--- config.mk ---
export PLATFORM = sky130hd
export DESIGN_NAME = dual_quadrature_odometer
export DESIGN_NICKNAME = d
export VERILOG_FILES = /design/src/rtl/dqo_pkg.sv /design/src/rtl/dqo_state.sv /design/src/rtl/dqo_dist.sv /design/src/rtl/dual_quadrature_odometer.sv
export VERILOG_INCLUDE_DIRS = /design/src /design/src/rtl
export SDC_FILE = /design/constraint.sdc
export NUM_CORES = 2
export LEC_CHECK = 0
export ABC_CLOCK_PERIOD_IN_PS = 8200
export BUFFER_PORTS_ARGS = -buffer_cell sky130_fd_sc_hd__buf_4
export CAP_MARGIN = 20
export CORE_MARGIN = 2
export CORE_UTILIZATION = 45
export CTS_BUF_LIST = sky130_fd_sc_hd__clkbuf_4 sky130_fd_sc_hd__clkbuf_8
export DETAILED_ROUTE_END_ITERATION = 8
export PLACE_DENSITY = 0.73
export SKIP_CTS_REPAIR_TIMING = 1
export SLEW_MARGIN = 20
export SYNTH_ARGS = -nofsm -noshare
export SYNTH_HDL_FRONTEND = slang
export SYNTH_HIERARCHICAL = 1
export SYNTH_SLANG_ARGS = --single-unit
--- constraint.sdc ---
create_clock -name clk -period 8.2 [get_ports clk]
set_input_delay 0.41 -clock clk [delete_from_list [all_inputs] [get_ports clk]]
set_output_delay 0.41 -clock clk [all_outputs]
set_load 0.03 [all_outputs]
--- src/rtl/dual_quadrature_odometer_macros.svh ---
// Assertion macros used by the odometer state module.
// Needs clk and arst_n in the scope of each use.
`ifndef DUAL_QUADRATURE_ODOMETER_MACROS_SVH
`define DUAL_QUADRATURE_ODOMETER_MACROS_SVH

// Same-cycle implication, inactive during reset.
`define DQO_ASSERT_NOW(label, ante, cons) \
	label: assert property (@(posedge clk) disable iff (!arst_n) (ante) |-> (cons)) \
		else $error("odometer check failed");

// Next-cycle implication, inactive during reset.
`define DQO_ASSERT_NEXT(label, ante, cons) \
	label: assert property (@(posedge clk) disable iff (!arst_n) (ante) |=> (cons)) \
		else $error("odometer check failed");

`endif

--- src/rtl/dqo_pkg.sv ---
// Shared types and constants for the dual quadrature odometer.
// No dependencies.
`timescale 1ns / 1ps

package dqo_pkg;

	localparam logic [1:0]  KIND_EDGE  = 2'd0;
	localparam logic [1:0]  KIND_TICK  = 2'd1;
	localparam logic [1:0]  KIND_CLEAR = 2'd2;

	localparam logic [15:0] GAIN_RESET = 16'd655;

	// What the distance stage does with a request
	typedef enum logic [1:0] {
		OP_HOLD,
		OP_TICK,
		OP_CLEAR
	} op_t;

	typedef struct packed {
		logic [1:0] kind;
		logic       left_edge;
		logic       left_phase_a;
		logic       left_phase_b;
		logic       right_edge;
		logic       right_phase_a;
		logic       right_phase_b;
	} req_t;

	typedef struct packed {
		op_t         op;
		logic [31:0] vel_left;
		logic [31:0] vel_right;
		logic [31:0] sum_left;
		logic [31:0] sum_right;
	} stage_t;

	typedef struct packed {
		logic en1;
		logic en2;
		logic en3;
	} pipe_en_t;

endpackage

--- src/rtl/dqo_state.sv ---
// Counter state of the odometer: window counts, latched speeds and pulse totals.
// Depends on dqo_pkg and the assertion macro header.
`timescale 1ns / 1ps
`include "dual_quadrature_odometer_macros.svh"

module dqo_state
	import dqo_pkg::*;
(
	input  logic     clk,
	input  logic     arst_n,
	input  pipe_en_t en,
	input  req_t     req,
	output stage_t   st
);

	logic [31:0] window_left_q;
	logic [31:0] window_right_q;
	logic [31:0] speed_left_q;
	logic [31:0] speed_right_q;
	logic [31:0] sum_left_q;
	logic [31:0] sum_right_q;
	op_t         op_s1;

	logic [31:0] win_left_next;
	logic [31:0] win_right_next;
	op_t         op_next;

	logic        clear_req;
	logic        tick_req;
	logic        idle_edge_req;

	// Left counts down on A != B, right counts up on A != B
	always_comb begin
		win_left_next  = window_left_q;
		win_right_next = window_right_q;
		if (req.left_edge) begin
			if (req.left_phase_a ^ req.left_phase_b)
				win_left_next = window_left_q - 32'd1;
			else
				win_left_next = window_left_q + 32'd1;
		end
		if (req.right_edge) begin
			if (req.right_phase_a ^ req.right_phase_b)
				win_right_next = window_right_q + 32'd1;
			else
				win_right_next = window_right_q - 32'd1;
		end
	end

	always_comb begin
		case (req.kind)
			KIND_TICK:  op_next = OP_TICK;
			KIND_CLEAR: op_next = OP_CLEAR;
			default:    op_next = OP_HOLD;
		endcase
	end

	always_ff @(posedge clk or negedge arst_n) begin
		if (!arst_n) begin
			window_left_q  <= '0;
			window_right_q <= '0;
			speed_left_q   <= '0;
			speed_right_q  <= '0;
			sum_left_q     <= '0;
			sum_right_q    <= '0;
			op_s1          <= OP_HOLD;
		end else if (en.en1) begin
			op_s1 <= op_next;
			case (req.kind)
				KIND_EDGE: begin
					window_left_q  <= win_left_next;
					window_right_q <= win_right_next;
				end
				KIND_TICK: begin
					speed_left_q   <= window_left_q;
					speed_right_q  <= window_right_q;
					sum_left_q     <= sum_left_q + window_left_q;
					sum_right_q    <= sum_right_q + window_right_q;
					window_left_q  <= '0;
					window_right_q <= '0;
				end
				KIND_CLEAR: begin
					window_left_q  <= '0;
					window_right_q <= '0;
					speed_left_q   <= '0;
					speed_right_q  <= '0;
					sum_left_q     <= '0;
					sum_right_q    <= '0;
				end
				default: begin
					// ignored kind: hold everything
				end
			endcase
		end
	end

	assign st.op        = op_s1;
	assign st.vel_left  = speed_left_q;
	assign st.vel_right = speed_right_q;
	assign st.sum_left  = sum_left_q;
	assign st.sum_right = sum_right_q;

	assign clear_req     = en.en1 && req.kind == KIND_CLEAR;
	assign tick_req      = en.en1 && req.kind == KIND_TICK;
	assign idle_edge_req = en.en1 && req.kind == KIND_EDGE && !req.left_edge && !req.right_edge;

	`DQO_ASSERT_NEXT(a_clear_zeroes, clear_req, (sum_left_q | sum_right_q | window_left_q) == '0)
	`DQO_ASSERT_NEXT(a_tick_left, tick_req, window_left_q == '0 && speed_left_q == $past(window_left_q))
	`DQO_ASSERT_NEXT(a_tick_right, tick_req, speed_right_q == $past(window_right_q))
	`DQO_ASSERT_NEXT(a_no_edge_holds, idle_edge_req, $stable(window_left_q) && $stable(window_right_q))

endmodule

--- src/rtl/dqo_dist.sv ---
// Distance pipeline and result register: total sum, gain multiply, halving.
// Depends on dqo_pkg.
`timescale 1ns / 1ps

module dqo_dist
	import dqo_pkg::*;
(
	input  logic                clk,
	input  logic                arst_n,
	input  pipe_en_t            en,
	input  stage_t              st,
	input  logic [15:0]         gain,
	output logic signed [31:0]  speed_left_out,
	output logic signed [31:0]  speed_right_out,
	output logic signed [31:0]  total_left,
	output logic signed [31:0]  total_right,
	output logic signed [47:0]  distance_q16
);

	stage_t             st_s2;
	logic signed [32:0] sum33_s2;
	logic signed [32:0] sum33_next;
	logic signed [49:0] prod;

	logic [31:0]        speed_left_s3;
	logic [31:0]        speed_right_s3;
	logic [31:0]        total_left_s3;
	logic [31:0]        total_right_s3;
	logic [47:0]        dist_q;

	// Totals are added at 33 bits so the sum never wraps
	assign sum33_next = $signed({st.sum_left[31], st.sum_left})
		+ $signed({st.sum_right[31], st.sum_right});

	always_ff @(posedge clk) begin
		if (en.en2) begin
			st_s2    <= st;
			sum33_s2 <= sum33_next;
		end
	end

	assign prod = 50'(sum33_s2) * 50'($signed({1'b0, gain}));

	always_ff @(posedge clk) begin
		if (en.en3) begin
			speed_left_s3  <= st_s2.vel_left;
			speed_right_s3 <= st_s2.vel_right;
			total_left_s3  <= st_s2.sum_left;
			total_right_s3 <= st_s2.sum_right;
		end
	end

	// Arithmetic shift drops the low bit: floor of product / 2
	always_ff @(posedge clk or negedge arst_n) begin
		if (!arst_n) begin
			dist_q <= '0;
		end else if (en.en3) begin
			case (st_s2.op)
				OP_TICK:  dist_q <= prod[48:1];
				OP_CLEAR: dist_q <= '0;
				default:  dist_q <= dist_q;
			endcase
		end
	end

	assign speed_left_out  = $signed(speed_left_s3);
	assign speed_right_out = $signed(speed_right_s3);
	assign total_left      = $signed(total_left_s3);
	assign total_right     = $signed(total_right_s3);
	assign distance_q16    = $signed(dist_q);

endmodule

--- src/rtl/dual_quadrature_odometer.sv ---
// Dual quadrature odometer, top level: handshake control and gain register.
// out_valid rises once a request has passed the state, sum and result registers.
// Throughput: one request per cycle while the result side keeps taking results.
// A stalled result holds the full stages; requests are still taken while a stage is free.
// Reset clears all counters and distance; the gain resets to 655 (Q0.16).
`timescale 1ns / 1ps

module dual_quadrature_odometer
	import dqo_pkg::*;
(
	input  logic               clk,
	input  logic               arst_n,
	input  logic               in_valid,
	output logic               in_ready,
	input  logic [1:0]         kind,
	input  logic               left_edge,
	input  logic               left_phase_a,
	input  logic               left_phase_b,
	input  logic               right_edge,
	input  logic               right_phase_a,
	input  logic               right_phase_b,
	input  logic               cfg_valid,
	output logic               cfg_ready,
	input  logic [15:0]        distance_gain,
	output logic               out_valid,
	input  logic               out_ready,
	output logic signed [31:0] speed_left_out,
	output logic signed [31:0] speed_right_out,
	output logic signed [31:0] total_left,
	output logic signed [31:0] total_right,
	output logic signed [47:0] distance_q16
);

	logic        v_s1;
	logic        v_s2;
	logic        v_s3;
	logic        adv1;
	logic        adv2;
	logic        adv3;
	logic [15:0] gain_q;
	pipe_en_t    en;
	req_t        req;
	stage_t      st;

	// A stage may load when it is empty or its contents move on
	assign adv3 = !v_s3 || out_ready;
	assign adv2 = !v_s2 || adv3;
	assign adv1 = !v_s1 || adv2;

	assign in_ready  = adv1;
	assign cfg_ready = 1'b1;
	assign out_valid = v_s3;

	assign en.en1 = in_valid && adv1;
	assign en.en2 = v_s1 && adv2;
	assign en.en3 = v_s2 && adv3;

	assign req.kind          = kind;
	assign req.left_edge     = left_edge;
	assign req.left_phase_a  = left_phase_a;
	assign req.left_phase_b  = left_phase_b;
	assign req.right_edge    = right_edge;
	assign req.right_phase_a = right_phase_a;
	assign req.right_phase_b = right_phase_b;

	always_ff @(posedge clk or negedge arst_n) begin
		if (!arst_n) begin
			v_s1 <= 1'b0;
			v_s2 <= 1'b0;
			v_s3 <= 1'b0;
		end else begin
			if (adv1)
				v_s1 <= in_valid;
			if (adv2)
				v_s2 <= v_s1;
			if (adv3)
				v_s3 <= v_s2;
		end
	end

	always_ff @(posedge clk or negedge arst_n) begin
		if (!arst_n) begin
			gain_q <= GAIN_RESET;
		end else if (cfg_valid && cfg_ready) begin
			gain_q <= distance_gain;
		end
	end

	dqo_state u_state (
		.clk    (clk),
		.arst_n (arst_n),
		.en     (en),
		.req    (req),
		.st     (st)
	);

	dqo_dist u_dist (
		.clk             (clk),
		.arst_n          (arst_n),
		.en              (en),
		.st              (st),
		.gain            (gain_q),
		.speed_left_out  (speed_left_out),
		.speed_right_out (speed_right_out),
		.total_left      (total_left),
		.total_right     (total_right),
		.distance_q16    (distance_q16)
	);

endmodule

# Yosys cells after proc, flatten, opt, wreduce, memory -nomap -nowiden
# Cells that the tools add are included.
[totals] reg_bits=552 inputBits=29 out_inout_bits=179 elab_cells=68
[classes] n_addsub=7 multipliers=1 eq_ne=6 n_mux=12 n_bitwise=2 reduce_logical=18
[ops] cell="32-bit case mux with 2 select lines" n=6
[ops] cell="32-bit 2-to-1 mux" n=4
[ops] cell="48-bit case mux with 2 select lines" n=1
[ops] cell="32-bit by 1-bit adder with 32-bit output, second input constant" n=2
[ops] cell="32-bit adder" n=2
[ops] cell="32-bit by 1-bit subtractor with 32-bit output, second input constant" n=2
[ops] cell="33-bit by 17-bit multiplier with 49-bit output" n=1
[ops] cell="32-bit by 32-bit adder with 33-bit output" n=1
[ops] cell="3-bit AND reduction" n=2
[ops] cell="2-bit nonzero test" n=3
[ops] cell="2-bit by 1-bit == test with 1-bit output, second input constant" n=2
[ops] cell="2-bit == test, second input constant" n=2
[ops] cell="2-bit != test, second input constant" n=2
[ops] cell="2-bit case mux with 2 select lines" n=1
[ops] cell="2-bit AND reduction" n=2
[ops] cell="1-bit logical AND" n=3
[ops] cell="1-bit logical NOT" n=3
[ops] cell="1-bit logical OR" n=3
[ops] cell="2-bit logical NOT" n=1
[ops] cell="2-bit OR reduction" n=1
[ops] cell="1-bit bitwise XOR" n=2

# Depth between registers and ports, before layout
[depth] word_depth=6 depth_mapped=26 ltp_nobuf=24

# Modules after synthesis
# The synthesis kept the hierarchy.
[modules_own_cells] mod="dqo_dist" n_inst=1 cells_per_inst=2793 area_per_inst_um2=30549.3 seq_area_each_um2=9939.5
[modules_own_cells] mod="dqo_state" n_inst=1 cells_per_inst=1631 area_per_inst_um2=13758.2 seq_area_each_um2=4854.7
[modules_own_cells] mod="dual_quadrature_odometer" n_inst=1 cells_per_inst=48 area_per_inst_um2=803.3 seq_area_each_um2=483.0

# Worst setup path after synthesis
# OpenSTA, ideal clock, no wires.
[synth_path] path_kind="flip-flop to flip-flop" from="register gain_q[9]" to="register u_dist.dist_q[44], in the netlist u_dist/distance_q16[44]" setup_ps=121 t_arrival_ps=6390 required_ps=8079 slack_ps=1689 stages_incl_launch_ff=25 period_less_slack_ps=6511 path_cell_list="dfstp_2 -> clkbuf_1 -> nand2_1 -> fa_1 -> inv_1 -> fa_1 -> inv_1 -> fa_1 -> inv_1 -> fa_1 -> fa_1 -> inv_1 -> fa_1 -> inv_1 -> ha_1 -> clkbuf_1 -> nand2_1 -> nor4_2 -> a211oi_2 -> a21oi_2 -> o31ai_4 -> o31ai_4 -> a221o_2 -> mux2i_1 -> a32o_2"
[synth_via] elab_chain_len=2
[synth_lines] item="start, declared" line="dual_quadrature_odometer.sv:40" text="logic [15:0] gain_q;"
[synth_lines] item="start signal, assigned" line="dual_quadrature_odometer.sv:85" text="gain_q <= distance_gain;"
[synth_lines] item="33-bit by 17-bit multiplier with 49-bit output" line="dqo_dist.sv:42" text="assign prod = 50'(sum33_s2) * 50'($signed({1'b0, gain}));"
[synth_lines] item="48-bit case mux with 2 select lines" line="dqo_dist.sv:58" text="case (st_s2.op)"
[synth_lines] item="end signal, assigned" line="dqo_dist.sv:59" text="OP_TICK: dist_q <= prod[48:1];"
[synth_lines] item="end signal, assigned" line="dqo_dist.sv:61" text="default: dist_q <= dist_q;"
[synth_lines] item="end, declared" line="dqo_dist.sv:29" text="logic [47:0] dist_q;"
# Every way passes these cells.
# A chain may end at the register's enable or synchronous reset.

# Worst setup path after layout
[layout_path] from="register gain_q[6]" to="register u_dist.dist_q[44], in the netlist u_dist/distance_q16[44]"
# Same word-level chain as after synthesis.

==> impl_summary.txt <==
----------------------------------------------------
[Outcome]
  Result of the run ... finished clean

[STA]
  Maximum operating frequency ... 138 MHz
  Least-Margin Pin Slew ... 1.08 ns
  Final period util ... approximately nine tenths
  Fin crit period ... 7.22 ns
  Relative slew slack ... between 20% and 30%
  Number of max-slew violations in the final report ... 0
  Crit path setup slack, layout ... 0.976 ns
  Max Clock Skew ... 0.0751 ns
  RSZ-0062 raised after global routing ... false
  Summed negative setup slack over all endpoints ... 0 ns
  Count of endpoints failing setup in the final report ... 0
  Final Hold Viols ... 0

[Placed design]
  Pre-CTS setup slack ... 1.09 ns
  GP Congestion ... 0.923
  Half-perimeter wire length after detailed placement ... 85500 um
  I/O Buffers ... 206
  Number of cells in the design after placement ... 5804

[Synthesis]
  Top post-synthesis cells by area ... sky130_fd_sc_hd__fa_1 (22%), sky130_fd_sc_hd__edfxtp_1 (19%), sky130_fd_sc_hd__dfrtp_1 (14%)
  Largest area contributor in the netlist ... sky130_fd_sc_hd__fa_1
  Most numerous cell in the Yosys netlist ... sky130_fd_sc_hd__inv_1
  Register bit count reported by yosys ... roughly 550
  Asr flop ratio synth ... 47.3%
  Mapped cell area ... 45100 um2
  Leading cell types by count after synthesis ... sky130_fd_sc_hd__inv_1 (650), sky130_fd_sc_hd__nand2_1 (589), sky130_fd_sc_hd__fa_1 (502)
  Number of warning messages in the yosys log ... 6
  Number of distinct library cell variants in the gate-level netlist after synthesis ... 91
  Mean instance size in the synthesized netlist ... 10.1 um2
  Share of synthesized area occupied by flip-flops and latches ... approximately a third
  Area fraction of the dominant cell type after synthesis ... 22.3%
  Number of instances in the synthesized netlist ... 4472
  EDFF count, synth ... 291
  Post-Synthesis Net Count ... 5257
  Top_reg_cell synth ... sky130_fd_sc_hd__edfxtp_1

[Detailed routing]
  Iteration-0 DRC Markers ... approximately 2.8k
  DR vias ... 32.8k
  Total length of routed wires ... about 120000 um
  WL per Instance ... about 19 um
  Final ANT Viol Nets ... 0
  First-pass iteration count of the detailed router ... 7
  Routed via count divided by cell count ... 5.46
  Drc violations ... 0

[Worst hold path]
  Worst hold-check path type ... input port to flop

[CTS]
  TritonCTS clock tree ... done
  Clock sink count ... ~550
  CTS max path bufs ... 3
  Clock root cell ... sky130_fd_sc_hd__clkbuf_8
  Clock-pin slew reported for the worst setup and hold paths after clock tree synthesis ... 0.08 ns
  CTS H-Tree Depth ... 3
  Total clock buffers created by CTS ... 94
  Skew-Pair Late Insertion Delay ... 0.77 ns

[Floorplan]
  Site Rows ... 116
  Effective utilization at floorplan ... 45.2%
  Die ar. ... 103000 um2
  Vertical extent of the die ... 321 um
  Core Area ... 99700 um2
  X dimension of the die ... around 320 um
  Ports ... around 210

[GRT]
  Largest net degree at the start of global routing ... 165
  Initial antenna violation count ... 2
  Gr ovfl total ... 0
  Overall routing resource usage ... 22.9%
  Vias in the first global route ... 33.5k
  First-pass GRT wire length ... between 150000 and 200000 um

[Worst setup path]
  Sort of element at the end of the critical path ... flop
  Cell chain of the critical path ... and2_1, fa_1, inv_1, fa_1, fa_1, fa_1, inv_1, fa_1, inv_1, fa_1, inv_1, ha_1, a21oi_1, o211ai_1, a211oi_2, a21oi_2, o31ai_4, o31ai_4, a221o_2, mux2i_1, a32o_2
  Register-to-register path setup slack ... 0.98 ns
  Most prevalent standard cell on the critical path ... sky130_fd_sc_hd__fa_1
  Critical-path top delay cell ... sky130_fd_sc_hd__dfrtp_1
  CP Data Required Time ... 8.81 ns
  Buf+Inv Stages, Crit Path ... 4
  Startpoint types ... flop
  Crit Path Class ... flop to flop
  CP peak stage delay ... 1.06 ns
  Worst Path Max Fanout ... 31
  Crit path DAT ... 7.83 ns
  Largest delay share family, worst path ... adder cells

[Cells and area]
  Final net count ... approximately 5.4k
  Area delta synth->final ... 11.0%
  Fraction of layout cells with a size suffix above 1 ... 10.1%
  Number of flip-flops under the largest register name ... 130
  Register containing the most flip-flops in the final layout ... u_dist/st_s2
  Final core utilization ... 50.2%
  Layout Cells excl Fill ... 6005

[Flow run]
  Max-cap viol count ... 0

----------------------------------------------------
[routing by layer]
layer  wire (um)  track usage [%]  vias up
li1            -                -    15000
met1       49500             31.2    16200
met2       53500             36.6     1346
met3       10600             5.18      171
met4        2910             6.59        0
met5           0                0        -
[path summary, 6_finish.rpt]
path,cells after the start,endpoint,from
worst max-delay path,21,u_dist/distance_q16[44],gain_q[6]
worst min-delay path,2,gain_q[11],cfg_valid
worst max register to register,21,u_dist/distance_q16[44],gain_q[6]
worst min register to register,0,u_dist/total_left[27],u_dist/st_s2[59]
max in group asynchronous,3,u_dist/distance_q16[4],arst_n
min in group asynchronous,2,u_state/window_left_q[31],arst_n
[cell type report]
cell class                      instances  area (um2)
Sequential cell                       552       15300
Fill cell                            8889       49600
Timing Repair Buffer                  259        2020
Clock inverter                         37         352
Inverter                              651        2440
Tap cell                             1298        1620
Antenna cell                            4        10.0
Multi-Input combinational cell       3063       26600
Clock buffer                          141        1730
[placed cells by master (no fill, tap or decap), drive strengths merged, types with 18 or more instances in the layout]
| master | instances |
|---|---|
| a211oi | 20 |
| a21o | 94 |
| a21oi | 184 |
| a22o | 32 |
| a31oi | 28 |
| and2 | 261 |
| and3 | 22 |
| buf | 240 |
| clkbuf | 141 |
| clkinv | 26 |
| dfrtp | 255 |
| dlygate4sd3 | 19 |
| edfxtp | 291 |
| fa | 502 |
| ha | 254 |
| inv | 654 |
| mux2 | 22 |
| nand2 | 589 |
| nand2b | 98 |
| nand3 | 43 |
| nand4 | 28 |
| nor2 | 120 |
| nor2b | 19 |
| nor3 | 50 |
| nor4 | 22 |
| o21ai | 253 |
| o21bai | 18 |
| o31ai | 34 |
| xnor2 | 92 |
| xor2 | 64 |
[cell families after synthesis]
group                      Yosys count  synth area share (%)
and+or+nand+nor                   1316                  14.3
buffers and inverters              857                  7.20
AOI/OAI and AO/OA                  795                  11.3
adders and majority gates          756                  29.3
DFF                                552                  33.9
xor gates and xnor gates           156                  3.03
muxes                               39                  1.01
other                                1               0.00831
[worst reg2reg max path: stages (launching register included)]
cell and delay (ns):
sky130_fd_sc_hd__dfrtp_1 1.06, sky130_fd_sc_hd__and2_1 0.29, sky130_fd_sc_hd__fa_1 0.42, sky130_fd_sc_hd__inv_1 0.09, sky130_fd_sc_hd__fa_1 0.41, sky130_fd_sc_hd__fa_1 0.48
sky130_fd_sc_hd__fa_1 0.50, sky130_fd_sc_hd__inv_1 0.06, sky130_fd_sc_hd__fa_1 0.53, sky130_fd_sc_hd__inv_1 0.05, sky130_fd_sc_hd__fa_1 0.60, sky130_fd_sc_hd__inv_1 0.07
sky130_fd_sc_hd__ha_1 0.37, sky130_fd_sc_hd__a21oi_1 0.18, sky130_fd_sc_hd__o211ai_1 0.13, sky130_fd_sc_hd__a211oi_2 0.34, sky130_fd_sc_hd__a21oi_2 0.18, sky130_fd_sc_hd__o31ai_4 0.41
sky130_fd_sc_hd__o31ai_4 0.13, sky130_fd_sc_hd__a221o_2 0.41, sky130_fd_sc_hd__mux2i_1 0.13, sky130_fd_sc_hd__a32o_2 0.26
[stage by stage]
stage	instance area (um2)	hold slack, ns
floorplan	45100	0.114
global placement	47800	0.402
detailed placement	47800	0.405
CTS	49900	-0.296
global route	50100	0.131
finish	50100	0.176
Power is left out: the tool's default activity adds up to more than one toggle a clock period on the data nets, which glitch-free logic cannot reach.
